$ cat src/hdl/tsc_pkg.sv
// Shared types and constants of the thermostat setpoint controller.
// Used by tsc_front, tsc_queue, tsc_back and thermostat_setpoint_controller.
// Depends on nothing.
package tsc_pkg;

  typedef enum logic [1:0] {
    REQ_ENC      = 2'd0,
    REQ_SEL_LOW  = 2'd1,
    REQ_SEL_HIGH = 2'd2,
    REQ_TEMP     = 2'd3
  } req_e;

  typedef enum logic [1:0] {
    MODE_IDLE = 2'd0,
    MODE_HEAT = 2'd1,
    MODE_COOL = 2'd2
  } mode_e;

  typedef enum logic [1:0] {
    SRC_TEMP  = 2'd0,
    SRC_LOW   = 2'd1,
    SRC_HIGH  = 2'd2,
    SRC_SPARE = 2'd3
  } servo_src_e;

  localparam int F16W       = 13;
  localparam int WholeW     = 9;
  localparam int CountW     = 6;
  localparam int SetpointW  = 7;
  localparam int QueueDepth = 2;
  localparam int QueuePtrW  = $clog2(QueueDepth);
  localparam int QueueCntW  = $clog2(QueueDepth + 1);

  localparam logic [CountW-1:0]    CountMax     = 6'd40;
  localparam logic [SetpointW-1:0] SetpointBase = 7'd50;
  localparam logic [WholeW:0]      AlarmMargin  = 10'd3;
  localparam logic [7:0]           ServoOffset  = 8'd52;
  localparam logic [F16W-1:0]      F16Offset    = 13'd512;
  // Reciprocals: x/5 = (x*52429)>>18 for 16-bit x, n/5 = (n*205)>>10 for 10-bit n
  localparam logic [15:0]          RecipFive16  = 16'd52429;
  localparam logic [7:0]           RecipFive10  = 8'd205;

  // One classified event as it sits in the queue
  typedef struct packed {
    req_e            kind;
    logic            enc_a;
    logic            enc_b;
    logic [F16W-1:0] f16;
  } item_t;

  typedef struct packed {
    logic full;
    logic empty;
  } q_stat_t;

endpackage

$ cat src/hdl/tsc_front.sv
// Front end: classifies an incoming event and converts a raw Celsius
// reading to sixteenths of a degree Fahrenheit. Uses tsc_pkg.
module tsc_front (
  input  logic [1:0]          req_type_i,
  input  logic                enc_a_i,
  input  logic                enc_b_i,
  input  logic [10:0]         raw_temp_i,
  output tsc_pkg::item_t      item_o
);

  logic [14:0]              raw9;
  logic [30:0]              prod;
  logic [tsc_pkg::F16W-1:0] quot;

  // raw*9/5 + 512, the divide done with a reciprocal multiply
  assign raw9 = {1'b0, raw_temp_i, 3'b000} + {4'b0000, raw_temp_i};
  assign prod = 31'(raw9) * 31'(tsc_pkg::RecipFive16);
  assign quot = prod[30:18];

  always_comb begin
    item_o.kind  = tsc_pkg::req_e'(req_type_i);
    item_o.enc_a = enc_a_i;
    item_o.enc_b = enc_b_i;
    item_o.f16   = quot + tsc_pkg::F16Offset;
  end

endmodule

$ cat src/hdl/tsc_queue.sv
// Short FIFO between front and back ends, so each side stalls on its own.
// Holds tsc_pkg::item_t entries; uses tsc_pkg.
module tsc_queue (
  input  logic             clk_i,
  input  logic             rst_ni,
  input  logic             push_i,
  input  tsc_pkg::item_t   push_item_i,
  input  logic             pop_i,
  output tsc_pkg::item_t   head_o,
  output tsc_pkg::q_stat_t stat_o
);

  tsc_pkg::item_t                   mem_q [tsc_pkg::QueueDepth];
  logic [tsc_pkg::QueuePtrW-1:0]    wr_ptr_q, wr_ptr_d;
  logic [tsc_pkg::QueuePtrW-1:0]    rd_ptr_q, rd_ptr_d;
  logic [tsc_pkg::QueueCntW-1:0]    cnt_q, cnt_d;

  always_comb begin
    wr_ptr_d = wr_ptr_q;
    rd_ptr_d = rd_ptr_q;
    cnt_d    = cnt_q;
    if (push_i) begin
      wr_ptr_d = (wr_ptr_q == tsc_pkg::QueuePtrW'(tsc_pkg::QueueDepth - 1)) ?
                 '0 : wr_ptr_q + 1'b1;
    end
    if (pop_i) begin
      rd_ptr_d = (rd_ptr_q == tsc_pkg::QueuePtrW'(tsc_pkg::QueueDepth - 1)) ?
                 '0 : rd_ptr_q + 1'b1;
    end
    if (push_i && !pop_i) begin
      cnt_d = cnt_q + 1'b1;
    end else if (pop_i && !push_i) begin
      cnt_d = cnt_q - 1'b1;
    end
  end

  always_ff @(posedge clk_i or negedge rst_ni) begin
    if (!rst_ni) begin
      wr_ptr_q <= '0;
      rd_ptr_q <= '0;
      cnt_q    <= '0;
    end else begin
      wr_ptr_q <= wr_ptr_d;
      rd_ptr_q <= rd_ptr_d;
      cnt_q    <= cnt_d;
    end
  end

  always_ff @(posedge clk_i) begin
    if (push_i) begin
      mem_q[wr_ptr_q] <= push_item_i;
    end
  end

  assign head_o       = mem_q[rd_ptr_q];
  assign stat_o.full  = (cnt_q == tsc_pkg::QueueCntW'(tsc_pkg::QueueDepth));
  assign stat_o.empty = (cnt_q == '0);

endmodule

$ cat src/hdl/tsc_back.sv
// Back end: quadrature decoder, setpoint counts, alarm, servo duty and the
// output register of the result channel. Uses tsc_pkg.
module tsc_back (
  input  logic                 clk_i,
  input  logic                 rst_ni,
  input  logic                 item_valid_i,
  input  tsc_pkg::item_t       item_i,
  output logic                 pop_o,
  output logic                 out_valid_o,
  input  logic                 out_stall_i,
  output logic [1:0]           climate_mode_o,
  output logic                 alarm_pulse_o,
  output logic [7:0]           servo_duty_o,
  output logic [8:0]           temp_whole_o,
  output logic [3:0]           temp_tenths_o,
  output logic [6:0]           low_setpoint_o,
  output logic [6:0]           high_setpoint_o,
  output logic                 setpoint_changed_o
);

  logic [1:0]                    phase_q, phase_d;
  logic [tsc_pkg::CountW-1:0]    low_q, low_d, high_q, high_d;
  logic                          edit_high_q, edit_high_d;
  tsc_pkg::servo_src_e           src_q, src_d;
  logic                          armed_q, armed_d;
  logic [tsc_pkg::F16W-1:0]      f16_q, f16_d;
  logic                          out_valid_q, out_valid_d;

  logic [1:0]                    next_phase;
  logic                          up, dn, changed;
  logic [tsc_pkg::CountW-1:0]    cnt_sel, cnt_new;
  logic [tsc_pkg::WholeW-1:0]    whole;
  logic [7:0]                    tenths_prod;
  logic [tsc_pkg::SetpointW-1:0] lo, hi;
  logic [tsc_pkg::WholeW:0]      whole_x, lo_x, hi_x;
  logic                          armed_mid, fire;
  tsc_pkg::mode_e                mode;
  logic [tsc_pkg::WholeW-1:0]    servo_x;
  logic [17:0]                   servo_prod;
  logic [7:0]                    duty;

  assign pop_o = item_valid_i && (!out_valid_q || !out_stall_i);

  // Gray-code decoder: one channel tested first per phase
  always_comb begin
    next_phase = phase_q;
    up = 1'b0;
    dn = 1'b0;
    unique case (phase_q)
      2'd0: begin
        if (item_i.enc_a) begin
          next_phase = 2'd1; dn = 1'b1;
        end else if (item_i.enc_b) begin
          next_phase = 2'd3; up = 1'b1;
        end
      end
      2'd1: begin
        if (item_i.enc_b) begin
          next_phase = 2'd2; dn = 1'b1;
        end else if (!item_i.enc_a) begin
          next_phase = 2'd0; up = 1'b1;
        end
      end
      2'd2: begin
        if (!item_i.enc_a) begin
          next_phase = 2'd3; dn = 1'b1;
        end else if (!item_i.enc_b) begin
          next_phase = 2'd1; up = 1'b1;
        end
      end
      default: begin
        if (!item_i.enc_b) begin
          next_phase = 2'd0; dn = 1'b1;
        end else if (item_i.enc_a) begin
          next_phase = 2'd2; up = 1'b1;
        end
      end
    endcase
  end

  // Saturating step of the setpoint being edited
  always_comb begin
    cnt_sel = edit_high_q ? high_q : low_q;
    cnt_new = cnt_sel;
    if (up && cnt_sel < tsc_pkg::CountMax) begin
      cnt_new = cnt_sel + 1'b1;
    end else if (dn && cnt_sel != '0) begin
      cnt_new = cnt_sel - 1'b1;
    end
  end

  // Next state for the event at the queue head
  always_comb begin
    phase_d     = phase_q;
    low_d       = low_q;
    high_d      = high_q;
    edit_high_d = edit_high_q;
    src_d       = src_q;
    f16_d       = f16_q;
    changed     = 1'b0;
    unique case (item_i.kind)
      tsc_pkg::REQ_ENC: begin
        phase_d = next_phase;
        changed = (next_phase != phase_q);
        if (edit_high_q) begin
          high_d = cnt_new;
        end else begin
          low_d = cnt_new;
        end
      end
      tsc_pkg::REQ_SEL_LOW: begin
        edit_high_d = 1'b0;
        src_d       = tsc_pkg::SRC_LOW;
      end
      tsc_pkg::REQ_SEL_HIGH: begin
        edit_high_d = 1'b1;
        src_d       = tsc_pkg::SRC_HIGH;
      end
      default: begin
        f16_d = item_i.f16;
      end
    endcase
  end

  // Result from the updated state
  always_comb begin
    whole       = f16_d[tsc_pkg::F16W-1:4];
    tenths_prod = {4'b0000, f16_d[3:0]} * 8'd10;
    lo          = tsc_pkg::SetpointBase + {1'b0, low_d};
    hi          = tsc_pkg::SetpointBase + {1'b0, high_d};
    whole_x     = {1'b0, whole};
    lo_x        = {3'b000, lo};
    hi_x        = {3'b000, hi};

    if (whole_x < lo_x) begin
      mode = tsc_pkg::MODE_HEAT;
    end else if (whole_x > hi_x) begin
      mode = tsc_pkg::MODE_COOL;
    end else begin
      mode = tsc_pkg::MODE_IDLE;
    end

    // Arm inside the widened band, fire once on leaving it
    armed_mid = armed_q || ((whole_x + tsc_pkg::AlarmMargin > lo_x) &&
                            (whole_x < hi_x + tsc_pkg::AlarmMargin));
    fire      = armed_mid && ((whole_x + tsc_pkg::AlarmMargin < lo_x) ||
                              (whole_x > hi_x + tsc_pkg::AlarmMargin));
    armed_d   = armed_mid && !fire;

    case (src_d)
      tsc_pkg::SRC_TEMP: servo_x = whole;
      tsc_pkg::SRC_LOW:  servo_x = {2'b00, lo};
      default:           servo_x = {2'b00, hi};
    endcase
    // 24x/60 = 2x/5
    servo_prod = {servo_x, 1'b0} * 18'(tsc_pkg::RecipFive10);
    duty       = tsc_pkg::ServoOffset - servo_prod[17:10];
  end

  always_comb begin
    if (pop_o) begin
      out_valid_d = 1'b1;
    end else if (out_stall_i) begin
      out_valid_d = out_valid_q;
    end else begin
      out_valid_d = 1'b0;
    end
  end

  always_ff @(posedge clk_i or negedge rst_ni) begin
    if (!rst_ni) begin
      phase_q     <= '0;
      low_q       <= '0;
      high_q      <= '0;
      edit_high_q <= 1'b1;
      src_q       <= tsc_pkg::SRC_TEMP;
      armed_q     <= 1'b0;
      f16_q       <= '0;
      out_valid_q <= 1'b0;
    end else begin
      out_valid_q <= out_valid_d;
      if (pop_o) begin
        phase_q     <= phase_d;
        low_q       <= low_d;
        high_q      <= high_d;
        edit_high_q <= edit_high_d;
        src_q       <= src_d;
        armed_q     <= armed_d;
        f16_q       <= f16_d;
      end
    end
  end

  // Result payload, loaded with each transaction taken from the queue
  always_ff @(posedge clk_i) begin
    if (pop_o) begin
      climate_mode_o     <= mode;
      alarm_pulse_o      <= fire;
      servo_duty_o       <= duty;
      temp_whole_o       <= whole;
      temp_tenths_o      <= tenths_prod[7:4];
      low_setpoint_o     <= lo;
      high_setpoint_o    <= hi;
      setpoint_changed_o <= changed;
    end
  end

  assign out_valid_o = out_valid_q;

endmodule

$ cat src/hdl/thermostat_setpoint_controller.sv
// Thermostat setpoint controller, top level.
// Input channel: in_valid_i / in_stall_o carry one event per transaction
// (encoder sample, select low, select high, or raw temperature reading).
// Output channel: out_valid_o / out_stall_i carry one result per event:
// climate mode, alarm pulse, servo duty, temperature and both setpoints.
// An accepted transaction passes through one register in the two-entry queue
// and one in the output stage before its result is valid.
// Throughput: one transaction per cycle while out_stall_i does not hold a pending
// result; the back end updates its state as it takes each event, so each event sees all earlier ones.
// in_stall_o rises only when the two-entry queue is full; with a steady input
// stream one held item already sits in the queue, so one more item pushed while
// out_stall_i holds a pending result fills it (two items from empty).
// The pending result holds steady while out_stall_i is high.
// Reset (rst_ni low, asynchronous) empties the queue and output stage and
// returns the decoder to phase zero, both counts to zero (50 F), editing to
// the high setpoint, the servo to follow temperature, the alarm to disarmed
// and the stored temperature to zero.
// Depends on tsc_pkg, tsc_front, tsc_queue and tsc_back.
module thermostat_setpoint_controller (
  input  logic        clk_i,
  input  logic        rst_ni,
  input  logic        in_valid_i,
  output logic        in_stall_o,
  input  logic [1:0]  req_type_i,
  input  logic        enc_a_i,
  input  logic        enc_b_i,
  input  logic [10:0] raw_temp_i,
  output logic        out_valid_o,
  input  logic        out_stall_i,
  output logic [1:0]  climate_mode_o,
  output logic        alarm_pulse_o,
  output logic [7:0]  servo_duty_o,
  output logic [8:0]  temp_whole_o,
  output logic [3:0]  temp_tenths_o,
  output logic [6:0]  low_setpoint_o,
  output logic [6:0]  high_setpoint_o,
  output logic        setpoint_changed_o
);

  tsc_pkg::item_t   front_item;
  tsc_pkg::item_t   head_item;
  tsc_pkg::q_stat_t q_stat;
  logic             push;
  logic             pop;

  assign in_stall_o = q_stat.full;
  assign push       = in_valid_i && !q_stat.full;

  tsc_front u_front (
    .req_type_i (req_type_i),
    .enc_a_i    (enc_a_i),
    .enc_b_i    (enc_b_i),
    .raw_temp_i (raw_temp_i),
    .item_o     (front_item)
  );

  tsc_queue u_queue (
    .clk_i       (clk_i),
    .rst_ni      (rst_ni),
    .push_i      (push),
    .push_item_i (front_item),
    .pop_i       (pop),
    .head_o      (head_item),
    .stat_o      (q_stat)
  );

  tsc_back u_back (
    .clk_i              (clk_i),
    .rst_ni             (rst_ni),
    .item_valid_i       (!q_stat.empty),
    .item_i             (head_item),
    .pop_o              (pop),
    .out_valid_o        (out_valid_o),
    .out_stall_i        (out_stall_i),
    .climate_mode_o     (climate_mode_o),
    .alarm_pulse_o      (alarm_pulse_o),
    .servo_duty_o       (servo_duty_o),
    .temp_whole_o       (temp_whole_o),
    .temp_tenths_o      (temp_tenths_o),
    .low_setpoint_o     (low_setpoint_o),
    .high_setpoint_o    (high_setpoint_o),
    .setpoint_changed_o (setpoint_changed_o)
  );

  // Queue status is never full and empty at once
  assert property (@(posedge clk_i) disable iff (!rst_ni)
    !(q_stat.full && q_stat.empty))
    else $error("queue reports full and empty together");

  // Saturating counts keep both setpoints within 50..90
  assert property (@(posedge clk_i) disable iff (!rst_ni)
    out_valid_o |-> (low_setpoint_o >= 7'd50 && low_setpoint_o <= 7'd90 &&
                     high_setpoint_o >= 7'd50 && high_setpoint_o <= 7'd90))
    else $error("setpoint out of range");

  // The alarm fires only outside the band, so heat or cool must be on
  assert property (@(posedge clk_i) disable iff (!rst_ni)
    (out_valid_o && alarm_pulse_o) |->
      (climate_mode_o == tsc_pkg::MODE_HEAT || climate_mode_o == tsc_pkg::MODE_COOL))
    else $error("alarm pulse with idle climate mode");

  // No result appears without a queued transaction the cycle before
  assert property (@(posedge clk_i) disable iff (!rst_ni)
    $rose(out_valid_o) |-> $past(!q_stat.empty))
    else $error("result produced from an empty queue");

endmodule
$ cat config.mk
export PLATFORM = sky130hd
export DESIGN_NAME = thermostat_setpoint_controller
export DESIGN_NICKNAME = d
export VERILOG_FILES = /design/src/hdl/tsc_pkg.sv /design/src/hdl/tsc_front.sv /design/src/hdl/tsc_queue.sv /design/src/hdl/tsc_back.sv /design/src/hdl/thermostat_setpoint_controller.sv
export SDC_FILE = /design/constraint.sdc
export NUM_CORES = 1
export LEC_CHECK = 0
export BUFFER_PORTS_ARGS = -buffer_cell sky130_fd_sc_hd__buf_2
export CORE_MARGIN = 5
export CORE_UTILIZATION = 55
export CTS_CLUSTER_DIAMETER = 50
export CTS_CLUSTER_SIZE = 20
export DETAILED_ROUTE_END_ITERATION = 10
export PLACE_DENSITY = 0.76
export REMOVE_ABC_BUFFERS = 1
export SLEW_MARGIN = 40
export SYNTH_ARGS = -nofsm -noshare
export SYNTH_HDL_FRONTEND = slang
export SYNTH_HIERARCHICAL = 1
export SYNTH_SLANG_ARGS = --single-unit
$ cat constraint.sdc
create_clock -name clk_i -period 7.9 [get_ports clk_i]
set_input_delay 0.79 -clock clk_i [delete_from_list [all_inputs] [get_ports clk_i]]
set_output_delay 0.79 -clock clk_i [all_outputs]
set_load 0.02 [all_outputs]
; Word-level counts from Yosys, hierarchy flattened
; Memory sizes are Yosys's and may differ from the RTL's.
; Index checks and enable logic that the tools add are counted.
[word_totals]
ff_bits = 75
output_inout_bits = 41
n_memories = 1
ram_bits = 34
[memory_table]
columns = name, depth, word_bits, rd, rd_clocked_by_memory_dff, write_ports, line_no
row1 = u_queue.mem_q, 2, 17, 1, 0, 1, tsc_queue.sv:13  ; tsc_pkg::item_t mem_q [tsc_pkg::QueueDepth];
[op_classes]
order_cmp = 7
eq_ne = 8
reduce_logical = 29
mux = 39
n_addsub = 13
mul = 3
[op_table]
columns = op, count
row1 = two-way mux 6 bit, 7
row2 = "multiplier 15 x 16 -> 31 bit, second input constant", 1
row3 = two-way mux 2 bit, 11
row4 = one-hot mux 9 bit (2 select lines), 1
row5 = "multiplier 9 x 8 -> 17 bit, second input constant", 1
row6 = adder 14 x 11 -> 15 bit, 1
row7 = "adder 6 x 6 -> 7 bit, first input constant", 2
row8 = two-way mux 1 bit, 14
row9 = "adder 13 x 10 -> 13 bit, second input constant", 1
row10 = two-way mux 13 bit, 1
row11 = "adder 9 x 2 -> 10 bit, second input constant", 1
row12 = greater-than comparator 10 x 7 -> 1 bit, 1
row13 = greater-than comparator 9 x 10 -> 1 bit, 1
row14 = less-than comparator 10 x 7 -> 1 bit, 1
row15 = less-than comparator 9 x 10 -> 1 bit, 1
row16 = greater-than comparator 9 x 7 -> 1 bit, 1
row17 = logical AND 1 bit, 9
row18 = less-than comparator 9 x 7 -> 1 bit, 1
row19 = "adder 7 x 2 -> 8 bit, second input constant", 1
row20 = logical NOT 2 bit, 4
row21 = "subtractor 6 x 8 -> 8 bit, first input constant", 1
row22 = logical NOT 1 bit, 7
row23 = "multiplier 4 x 3 -> 7 bit, second input constant", 1
row24 = "adder 6 x 1 -> 6 bit, second input constant", 1
row25 = 18 further kinds, 28

; Depth between registers and ports, before layout
; Gate-level depths: netlist of run 1.
; An unclocked memory read counts as a cell.
[depth]
depth_word = 16
depth_mapped = 34
ltp_nobuf = 33

; By module
; The synthesis of run 1 kept the hierarchy.
[modules_own_cells]
columns = module, seq_area_each_um2, cells_per_inst, area_per_inst_um2, instances
row1 = tsc_back, 1973.1, 631, 6127.1, 1
row2 = tsc_front, 0.0, 436, 4103.9, 1
row3 = tsc_queue, 1121.1, 69, 1463.9, 1
row4 = thermostat_setpoint_controller, 0.0, 2, 17.5, 1

; Least setup slack after synthesis of run 1
; No wires, ideal clock.
[synth_path]
path_kind = input to register
from = in raw_temp_i[0]
to = mem u_queue/mem_q[0][11] in the netlist's numbering (data pin)
setup_ns = 0.264
stages = 32
slack_ns = -0.028
t_arrival_ns = 7.664
required_time_ns = 7.636
cell_sequence = ha_1 > inv_1 > fa_1 > nor2b_1 > o21ai_0 > nand2b_1 > a21o_1 > a21o_1 > a31oi_1 > nor2_1 > xnor2_2 > inv_1 > ha_1 > fa_1 > inv_1 > fa_1 > fa_1 > inv_1 > fa_1 > inv_1 > fa_1 > inv_1 > ha_1 > nand4_1 > or3_1 > o31a_4 > a211oi_4 > o22ai_1 > xnor2_1 > ha_1 > xor2_1 > xnor2_1
[synth_rtl]
columns = item, line_no
row1 = from (decl), thermostat_setpoint_controller.sv:27  ; input logic [10:0] raw_temp_i,
row2 = to (decl), tsc_queue.sv:13

==> results of run 1 <==
## layout make-up
type / instances / area [sq um]
clock buffers: 9 / 225.2
flip-flops and latches: 109 / 3098
fillers: 1665 / 7804
inverters: 202 / 758.2
well taps: 275 / 344.1
clock inverters: 7 / 81.33
multi-input cells: 805 / 7888
repair buffers: 129 / 823.3
## per-stage QoR
stage / hold slack (ps) / util [%]
finish: 398.5 / 62.88
global route: 424.8 / 62.88
CTS: 404.3 / 62.00
detailed placement: 466.6 / 60.51
global placement: 453.7 / 60.50
floorplan: 441.8 / -
## sequential cells by signal, indices dropped and copies added (netlist names)
register / flops
u_back/climate_mode_o: 2
u_queue/wr_ptr_q: 1
u_back/temp_tenths_o: 4
u_queue/cnt_q: 2
u_queue/rd_ptr_q: 1
u_back/edit_high_q: 1
u_back/out_valid_o: 1
u_back/alarm_pulse_o: 1
u_queue/mem_q: 34
u_back/low_q: 6
u_back/temp_whole_o: 9
u_back/phase_q: 2
u_back/servo_duty_o: 8
u_back/low_setpoint_o: 7
u_back/src_q: 2
u_back/high_setpoint_o: 7
u_back/high_q: 6
u_back/f16_q: 13
u_back/armed_q: 1
u_back/setpoint_changed_o: 1
## metal layers
metal / wire length [microns] / part of all wire [%] / vias up
met1: 10410 / 42 / 4071
met3: 867 / 3.5 / 39
li1: - / - / 4122
met2: 12990 / 52 / 187
met5: 0 / 0 / -
met4: 587 / 2.4 / 0
## cells by family after synthesis
| kind of cell | count (synthesis) | share of synthesized area [%] |
|---|---|---|
| muxes | 52 | 5.096 |
| DFF | 109 | 26.42 |
| AOI/OAI and AO/OA | 164 | 10.03 |
| xor gates and xnor gates | 70 | 5.427 |
| and+or+nand+nor | 235 | 10.30 |
| adders and majority gates | 284 | 35.15 |
| buffers and inverters | 224 | 7.585 |
## final timing paths
check,to,slack [ps],cells past startpoint
min reg2reg,u_queue/wr_ptr_q,490,1
min in group clk_i,u_queue/wr_ptr_q,490,1
max in group asynchronous,u_back/edit_high_q,7130,1
min,u_back/low_q[1],400,1
max,u_queue/mem_q[0][11],320,30
max reg2reg,u_back/servo_duty_o[5],360,30
## cell usage after synthesis, types with 4 or more instances
cell / count
o211ai_1: 5
inv_1: 202
nand4_1: 11
nor2_1: 39
xor2_1: 32
a21oi_1: 32
nand2b_1: 7
a21o_1: 7
mux2_4: 10
xnor2_1: 35
and3_1: 5
dfrtp_1: 35
mux2i_1: 25
o21a_1: 16
ha_1: 209
fa_1: 75
o21ai_0: 44
and2_1: 8
nor3_1: 16
o31a_1: 4
edfxtp_1: 73
a211oi_1: 9
nor2b_1: 14
a31oi_1: 7
mux2_2: 14
buf_4: 6
nand2_1: 84
clkbuf_1: 11
nand3_1: 14
or2_2: 8
## repair_timing
item                       CTS  global route
setup endpoints to repair    1            14
cloned                       0             0
gates resized for setup      1            36
pin swaps                    0            17
buffers inserted             0             4
==> flow_metrics.env, run 1 <==
export IMPL_synthFlopType="edfxtp_1"
export IMPL_min_path_type="in2async"
export IMPL_worst_pin_slew_ps=714.9
export IMPL_dp_hpwl_mm=20.17
export IMPL_synth_area_leader_cell="ha_1"
export IMPL_run_status="completed"
export IMPL_cts_made_buffers=9
export IMPL_synth_area_per_cell_sq_um=10.29
export IMPL_synth_edff_count=73
export IMPL_hold_buffers=0
export IMPL_cpPeakStageDelay_ps=530
export IMPL_antenna_found_initial=0
export IMPL_avgViaCountPerCell=5.481
export IMPL_finalClockSkew_ps=10.27
export IMPL_final_area_sq_um=13220
export IMPL_h_tree_depth=3
export IMPL_antenna_cells=0
export IMPL_critPathKind="in2reg"
export IMPL_boundaryPins=60
export IMPL_critPathTopFamily="adder cells"
export IMPL_cts_root_buf="clkbuf_16"
export IMPL_clock_latency_ps=350
export IMPL_initial_utilization_pct=55.72
export IMPL_core_region_area_sq_um=21020
export IMPL_async_flop_share_pct=33.03
export IMPL_cts_sinks=109
export IMPL_finalSetupViolations=0
export IMPL_postRouteAntennaNets=0
export IMPL_first_global_vias=8686
export IMPL_dr_pass1_iters=5
export IMPL_rows=53
export IMPL_end_kind="flop"
export IMPL_place_area_sq_um=12720
export IMPL_syn_instance_count=1138
export IMPL_ys_seq_area_share_pct=26.42
export IMPL_cts_max_path_buffers=2
export IMPL_num_nets_final=1559
export IMPL_yosys_warnings=6
export IMPL_drv_slew=0
export IMPL_area_growth_pct=12.85
export IMPL_arrival_ps=7680
export IMPL_synth_top_area_share_pct=22.33
export IMPL_grt_overflow=0
export IMPL_drc=0
export IMPL_period_needed_ps=7581
export IMPL_crit_start="raw_temp_i[1]"
export IMPL_grt_max_degree=45
export IMPL_drv_cap=0
export IMPL_dp_cells=1516
export IMPL_final_cell_mix="ha_1 (204), inv_1 (199), nand2_1 (84), fa_1 (73), edfxtp_1 (73)"
export IMPL_tns_ps=0
export IMPL_fmax_mhz=131.9
export IMPL_slew_headroom_pct=50.98
export IMPL_global_route_usage_met3_pct=1.914
export IMPL_yosys_top_cells_area="ha_1 (22%), edfxtp_1 (19%), fa_1 (13%)"
export IMPL_cpMaxStageDelayCell="fa_1"
export IMPL_critical_path_buf_inv_count=6
export IMPL_port_buffer_count=59
export IMPL_clk_pin_slew_ps=80
export IMPL_final_common_cell="ha_1"
export IMPL_grt_use_met2_pct=38.39
export IMPL_drive_gt1_share_pct=18.64
export IMPL_routed_wl_mm=24.86
export IMPL_layout_setup_ws_ps=319.5
export IMPL_post_place_ws_ps=-342.8
export IMPL_gp_congestion=0.9021
export IMPL_ys_types=89
export IMPL_die_width_microns=155.9
export IMPL_wl_per_cell_microns=16.18
export IMPL_crit_fanout=5
export IMPL_hold_viol_final=0
export IMPL_synthesis_area_sq_um=11710
export IMPL_grt_pass1_wl_mm=41.39
export IMPL_instances_no_fill=1536
export IMPL_vias=8419
export IMPL_cp_start_kind="primary input"
export IMPL_cp_required_ps=8000
export IMPL_drt_iter0_drc=429
export IMPL_met1_usage_pct=25.80
export IMPL_busiest_layer="met2"
export IMPL_finalCritPeriodShare_pct=95.96
export IMPL_worstReg2RegStart="u_queue/rd_ptr_q"
export IMPL_grt_use_total_pct=20.86
export IMPL_die_h_microns=155.9
export IMPL_yosys_register_bits=109
export IMPL_dieArea_sq_um=24310
export IMPL_cts_tree="done"
Power of run 1 is left out: the tool's default activity adds up to more than one toggle a clock period on the data nets, which glitch-free logic cannot reach.
==> inputs of run 2 (changes only) <==
--- a/config.mk
+++ b/config.mk
@@ -11,7 +11,7 @@
 export CTS_CLUSTER_DIAMETER = 50
 export CTS_CLUSTER_SIZE = 20
 export DETAILED_ROUTE_END_ITERATION = 10
-export PLACE_DENSITY = 0.76
+export PLACE_DENSITY = 0.77
 export REMOVE_ABC_BUFFERS = 1
 export SLEW_MARGIN = 40
 export SYNTH_ARGS = -nofsm -noshare
==> run 2 against run 1 <==
Compared with the run above: clock skew is 0.79 ps higher; final cell count barely moved; global-route usage hardly changed; cell area is essentially flat; sequential share of layout area hardly changed; count of clock-buffer cells in the layout is the same; register-to-register slack gained 40 ps; non-clock buffer count down 1; utilization about the same.
==> flow_metrics.env, run 2 (same netlist as run 1, synthesis figures left out) <==
export IMPL_run_status="completed"
export IMPL_regMostFlops="u_queue/mem_q"
export IMPL_cpMaxStageDelayCell="fa_1"
export IMPL_vias=8401
export IMPL_grt_use_total_pct=20.88
export IMPL_clock_latency_ps=350
export IMPL_end_kind="flop"
export IMPL_cts_sinks=109
export IMPL_grt_pass1_wl_mm=41.28
export IMPL_final_area_sq_um=13220
export IMPL_grt_use_met2_pct=39.23
export IMPL_antenna_cells=0
export IMPL_finalSetupViolations=0
export IMPL_critPathKind="in2reg"
export IMPL_drt_iter0_drc=307
export IMPL_port_buffer_count=59
export IMPL_gp_congestion=0.9590
export IMPL_dieArea_sq_um=24310
export IMPL_period_needed_ps=7714
export IMPL_r2r_end="u_back/servo_duty_o[5]"
export IMPL_reg_largest_list="u_queue/mem_q (34), u_back/f16_q (13), u_back/temp_whole_o (9)"
export IMPL_fmax_mhz=129.6
export IMPL_slew_headroom_pct=55.09
export IMPL_hold_viol_final=0
export IMPL_die_width_microns=155.9
export IMPL_num_nets_final=1558
export IMPL_avgViaCountPerCell=5.473
export IMPL_clk_pin_slew_ps=80
export IMPL_crit_fanout=6
export IMPL_cts_made_buffers=9
export IMPL_reg2reg_depth=31
export IMPL_cts_tree="done"
export IMPL_h_tree_depth=3
export IMPL_grt_overflow=0
export IMPL_drc=0
export IMPL_final_core_util_pct=62.90
export IMPL_die_h_microns=155.9
export IMPL_cpPeakStageDelay_ps=580
export IMPL_met1_usage_pct=25.42
export IMPL_routed_wl_mm=24.85
export IMPL_boundaryPins=60
export IMPL_finalClockSkew_ps=11.06
export IMPL_grt_max_degree=48
export IMPL_r2r_slack_ps=400
export IMPL_antenna_found_initial=0
export IMPL_hold_buffers=0
export IMPL_largest_reg_flops=34
export IMPL_busiest_layer="met2"
export IMPL_rows=53
export IMPL_min_path_type="in2async"
export IMPL_core_region_area_sq_um=21020
export IMPL_fillerInstances=1616
export IMPL_place_area_sq_um=12700
export IMPL_worstReg2RegStart="u_queue/rd_ptr_q"
export IMPL_initial_utilization_pct=55.72
export IMPL_final_cell_mix="ha_1 (208), inv_1 (201), nand2_1 (84), fa_1 (73), edfxtp_1 (73)"
export IMPL_finalCritPeriodShare_pct=97.65
export IMPL_worst_pin_slew_ps=671.9
export IMPL_final_common_cell="ha_1"
export IMPL_cp_start_kind="primary input"
export IMPL_area_growth_pct=12.89
export IMPL_cts_root_buf="clkbuf_16"
export IMPL_drive_gt1_share_pct=18.17
export IMPL_cts_max_path_buffers=2
export IMPL_drv_cap=0
export IMPL_wl_per_cell_microns=16.19
export IMPL_global_route_usage_met3_pct=1.637
export IMPL_postRouteAntennaNets=0
export IMPL_first_global_vias=8649
export IMPL_drv_slew=0
export IMPL_arrival_ps=7810
export IMPL_dr_pass1_iters=5
export IMPL_cp_required_ps=8000
export IMPL_dp_hpwl_mm=20.55
## run 2: cell types whose count changed in the layout (fill, tap and decap cells not counted), moves of 2 or more
| cell | change |
|---|---|
| buf_4 | -2 |
| ha_1 | +4 |
| ha_4 | -3 |
| inv_1 | +2 |
| inv_12 | +2 |
| inv_2 | -2 |
| o21ai_0 | -4 |
| o21ai_1 | +2 |
| o21ai_2 | +2 |
| xnor2_2 | +2 |
## run 2: final cells by class
type	count	area (sq um)	area share, %
Clock inverter	7	96.34	0.7286
Inverter	202	758.2	5.734
Timing Repair Buffer	128	819.5	6.198
Tap cell	275	344.1	2.602
Sequential cell	109	3098	23.43
Multi-Input combinational cell	805	7881	59.60
Clock buffer	9	225.2	1.703
## run 2: per-stage QoR
stage          TNS (ps)  instances  worst slack (ps)  hold slack, ps
6_report              0       1535             185.6           398.7
5_1_grt          -320.0       1535            -140.3           427.4
4_1_cts               0       1529             4.302           413.8
3_5_place_dp     -805.9       1513            -224.4           466.6
3_3_place_gp    -0.1563       1513          -0.07816           456.0
2_1_floorplan    -55.47       1116            -27.73           441.8
## run 2: per-layer routing
metal	up-vias	part of all wire, %
met5	-	0
met4	0	2.4
met3	40	3.0
met2	148	53
met1	4097	42
li1	4116	-
## run 2: how the worst max path moves through the flow
stage	endpoint	cells past startpoint	startpoint
after floorplan	u_queue/mem_q[0][11]	32	raw_temp_i[0]
after global placement	u_queue/mem_q[0][11]	30	raw_temp_i[1]
after detailed placement	u_queue/mem_q[1][11]	33	raw_temp_i[0]
after CTS	u_back/servo_duty_o[7]	28	u_queue/rd_ptr_q
after global routing	u_queue/mem_q[1][11]	30	raw_temp_i[0]
final	u_queue/mem_q[1][11]	33	raw_temp_i[0]
## run 2: worst max-delay path, delay by kind of cell
family,cells,cell delay [ps]
XOR/XNOR,4,610
AO/OA/AOI/OAI,7,1400
buffers and inverters,8,830
adder cells (fa/ha/maj),9,3330
AND/OR/NAND/NOR,5,830
## run 2: repair_timing
action,in CTS,in global routing
endpoints found under the setup margin,0,10
resized for setup,0,38
setup buffers,0,5
Power of run 2 is left out for the same reason.
==> inputs of run 3 (changes only) <==
==> constraint.sdc (replaced) <==
create_clock -name clk_i -period 7.9 [get_ports clk_i]
set_input_delay 1.58 -clock clk_i [delete_from_list [all_inputs] [get_ports clk_i]]
set_output_delay 1.58 -clock clk_i [all_outputs]
set_load 0.02 [all_outputs]
==> run 3 against run 2 <==
Compared with the run above: the flow now finishes with violations (setup timing); worst setup slack lost 510 ps; non-clock buffer count up 93; critical endpoint is now u_queue/mem_q[0][11]; cell area is 8.0% higher; sequential share of layout area is 1.8 points lower; clock skew rose by 0.84 ps; utilization grew 5.0 points; final cell count is 6.1% higher; global-route usage up 1.8 points; maximum frequency decreased by 6.2%; register-to-register slack worse by 150 ps.
==> flow_metrics.env, run 3 (same netlist as run 1, synthesis figures left out) <==
export IMPL_worstReg2RegStart="u_queue/rd_ptr_q"
export IMPL_drv_slew=0
export IMPL_cts_sinks=109
export IMPL_grt_overflow=0
export IMPL_avgViaCountPerCell=5.506
export IMPL_clock_latency_ps=360
export IMPL_reg_largest_list="u_queue/mem_q (34), u_back/f16_q (13), u_back/temp_whole_o (9)"
export IMPL_arrival_ps=8330
export IMPL_port_buffer_count=59
export IMPL_wl_per_cell_microns=17.04
export IMPL_cp_start_kind="primary input"
export IMPL_drive_gt1_share_pct=27.57
export IMPL_area_growth_pct=21.92
export IMPL_drc=0
export IMPL_final_cell_mix="ha_1 (195), inv_1 (190), buf_4 (156), nand2_1 (84), edfxtp_1 (73)"
export IMPL_dr_pass1_iters=5
export IMPL_boundaryPins=60
export IMPL_cts_max_path_buffers=2
export IMPL_violations="setup timing"
export IMPL_crit_fanout=3
export IMPL_cpMaxStageDelayCell="fa_1"
export IMPL_place_area_sq_um=13300
export IMPL_layout_setup_ws_ps=-327.2
export IMPL_dieArea_sq_um=24310
export IMPL_cts_made_buffers=9
export IMPL_grt_pass1_wl_mm=44.80
export IMPL_worstHoldStart="u_back/f16_q[1]"
export IMPL_final_area_sq_um=14280
export IMPL_first_global_vias=9420
export IMPL_core_region_area_sq_um=21020
export IMPL_run_status="finished with violations"
export IMPL_die_h_microns=155.9
export IMPL_slew_headroom_pct=45.71
export IMPL_rsz0062_at_grt="true"
export IMPL_clk_pin_slew_ps=90
export IMPL_min_path_type="reg2reg"
export IMPL_drt_iter0_drc=367
export IMPL_hold_buffers=0
export IMPL_postRouteAntennaNets=0
export IMPL_worst_pin_slew_ps=814.4
export IMPL_routed_wl_mm=27.75
export IMPL_gp_congestion=0.9806
export IMPL_end_kind="flop"
export IMPL_hold_viol_final=0
export IMPL_grt_use_total_pct=22.72
export IMPL_h_tree_depth=3
export IMPL_drv_cap=0
export IMPL_vias=8963
export IMPL_cp_required_ps=8000
export IMPL_finalSetupViolations=12
export IMPL_finalCritPeriodShare_pct=104.1
export IMPL_antenna_cells=0
export IMPL_initial_utilization_pct=55.72
export IMPL_final_common_cell="ha_1"
export IMPL_dp_hpwl_mm=21.50
export IMPL_num_nets_final=1651
export IMPL_grt_max_degree=48
export IMPL_period_needed_ps=8227
export IMPL_antenna_found_initial=0
export IMPL_cpPeakStageDelay_ps=540
export IMPL_critPathKind="in2reg"
export IMPL_crit_start="raw_temp_i[1]"
export IMPL_largest_reg_flops=34
export IMPL_rows=53
export IMPL_fmax_mhz=121.5
export IMPL_finalClockSkew_ps=11.89
export IMPL_fillerInstances=1508
export IMPL_die_width_microns=155.9
export IMPL_cts_root_buf="clkbuf_16"
export IMPL_cts_tree="done"
export IMPL_regMostFlops="u_queue/mem_q"
-- run 3: cell types whose count changed in the layout (fill, tap and decap cells not counted), sizes merged --
| cell | change |
|---|---|
| buf | +93 |
| clkinv | +3 |
| inv | -3 |
-- run 3: layout make-up --
| class | instances | area, sq um | share of cell area, % |
|---|---|---|---|
| Multi-Input combinational cell | 805 | 8200 | 57.43 |
| Inverter | 202 | 758.2 | 5.310 |
| Sequential cell | 109 | 3094 | 21.67 |
| Tap cell | 275 | 344.1 | 2.410 |
| Clock buffer | 9 | 225.2 | 1.577 |
| Timing Repair Buffer | 221 | 1569 | 10.99 |
| Clock inverter | 7 | 88.84 | 0.6221 |
-- run 3: worst max-delay path: cells and delay by family --
| kind | cells | cell delay [ps] |
|---|---|---|
| adder cells (fa/ha/maj) | 9 | 3050 |
| XOR/XNOR | 3 | 470 |
| AO/OA/AOI/OAI | 9 | 1930 |
| AND/OR/NAND/NOR | 4 | 680 |
| buffers and inverters | 6 | 600 |
-- run 3: per-layer routing --
metal / vias to the layer above / global-route usage [%] / wire (microns)
li1: 4286 / - / -
met1: 4357 / 26.47 / 10910
met2: 242 / 42.95 / 14660
met3: 78 / 1.886 / 1080
met4: 0 / 8.962 / 1100
met5: - / 0 / 0
-- run 3: final timing paths --
| check | end | cells after the start | slack [ps] |
|---|---|---|---|
| max | u_queue/mem_q[0][11] | 31 | -330 |
| min | u_back/f16_q[1] | 2 | 480 |
| max reg2reg | u_back/servo_duty_o[7] | 30 | 250 |
| min reg2reg | u_back/f16_q[1] | 2 | 480 |
| max in group asynchronous | u_back/edit_high_q | 1 | 6350 |
| min in group asynchronous | u_back/high_q[1] | 1 | 1180 |
-- run 3: timing repair --
action                                  4_1_cts  5_1_grt
pin swaps                                    53       25
resized for setup                            59       48
setup buffers                                17        9
endpoints found under the setup margin       21       26
-- run 3: metrics by stage --
step	TNS, ps	setup WS (ps)	util [%]	hold WS (ps)	cells
after global placement	-10930	-805.6	63.25	460.1	1593
after CTS	-1219	-279.8	66.64	484.8	1622
final	-1934	-327.2	67.93	482.5	1628
after floorplan	-7214	-817.7	-	441.8	1116
after global routing	-6395	-620.8	67.93	520.6	1628
after detailed placement	-15700	-1019	63.26	463.1	1593
Power of run 3 is left out for the same reason.
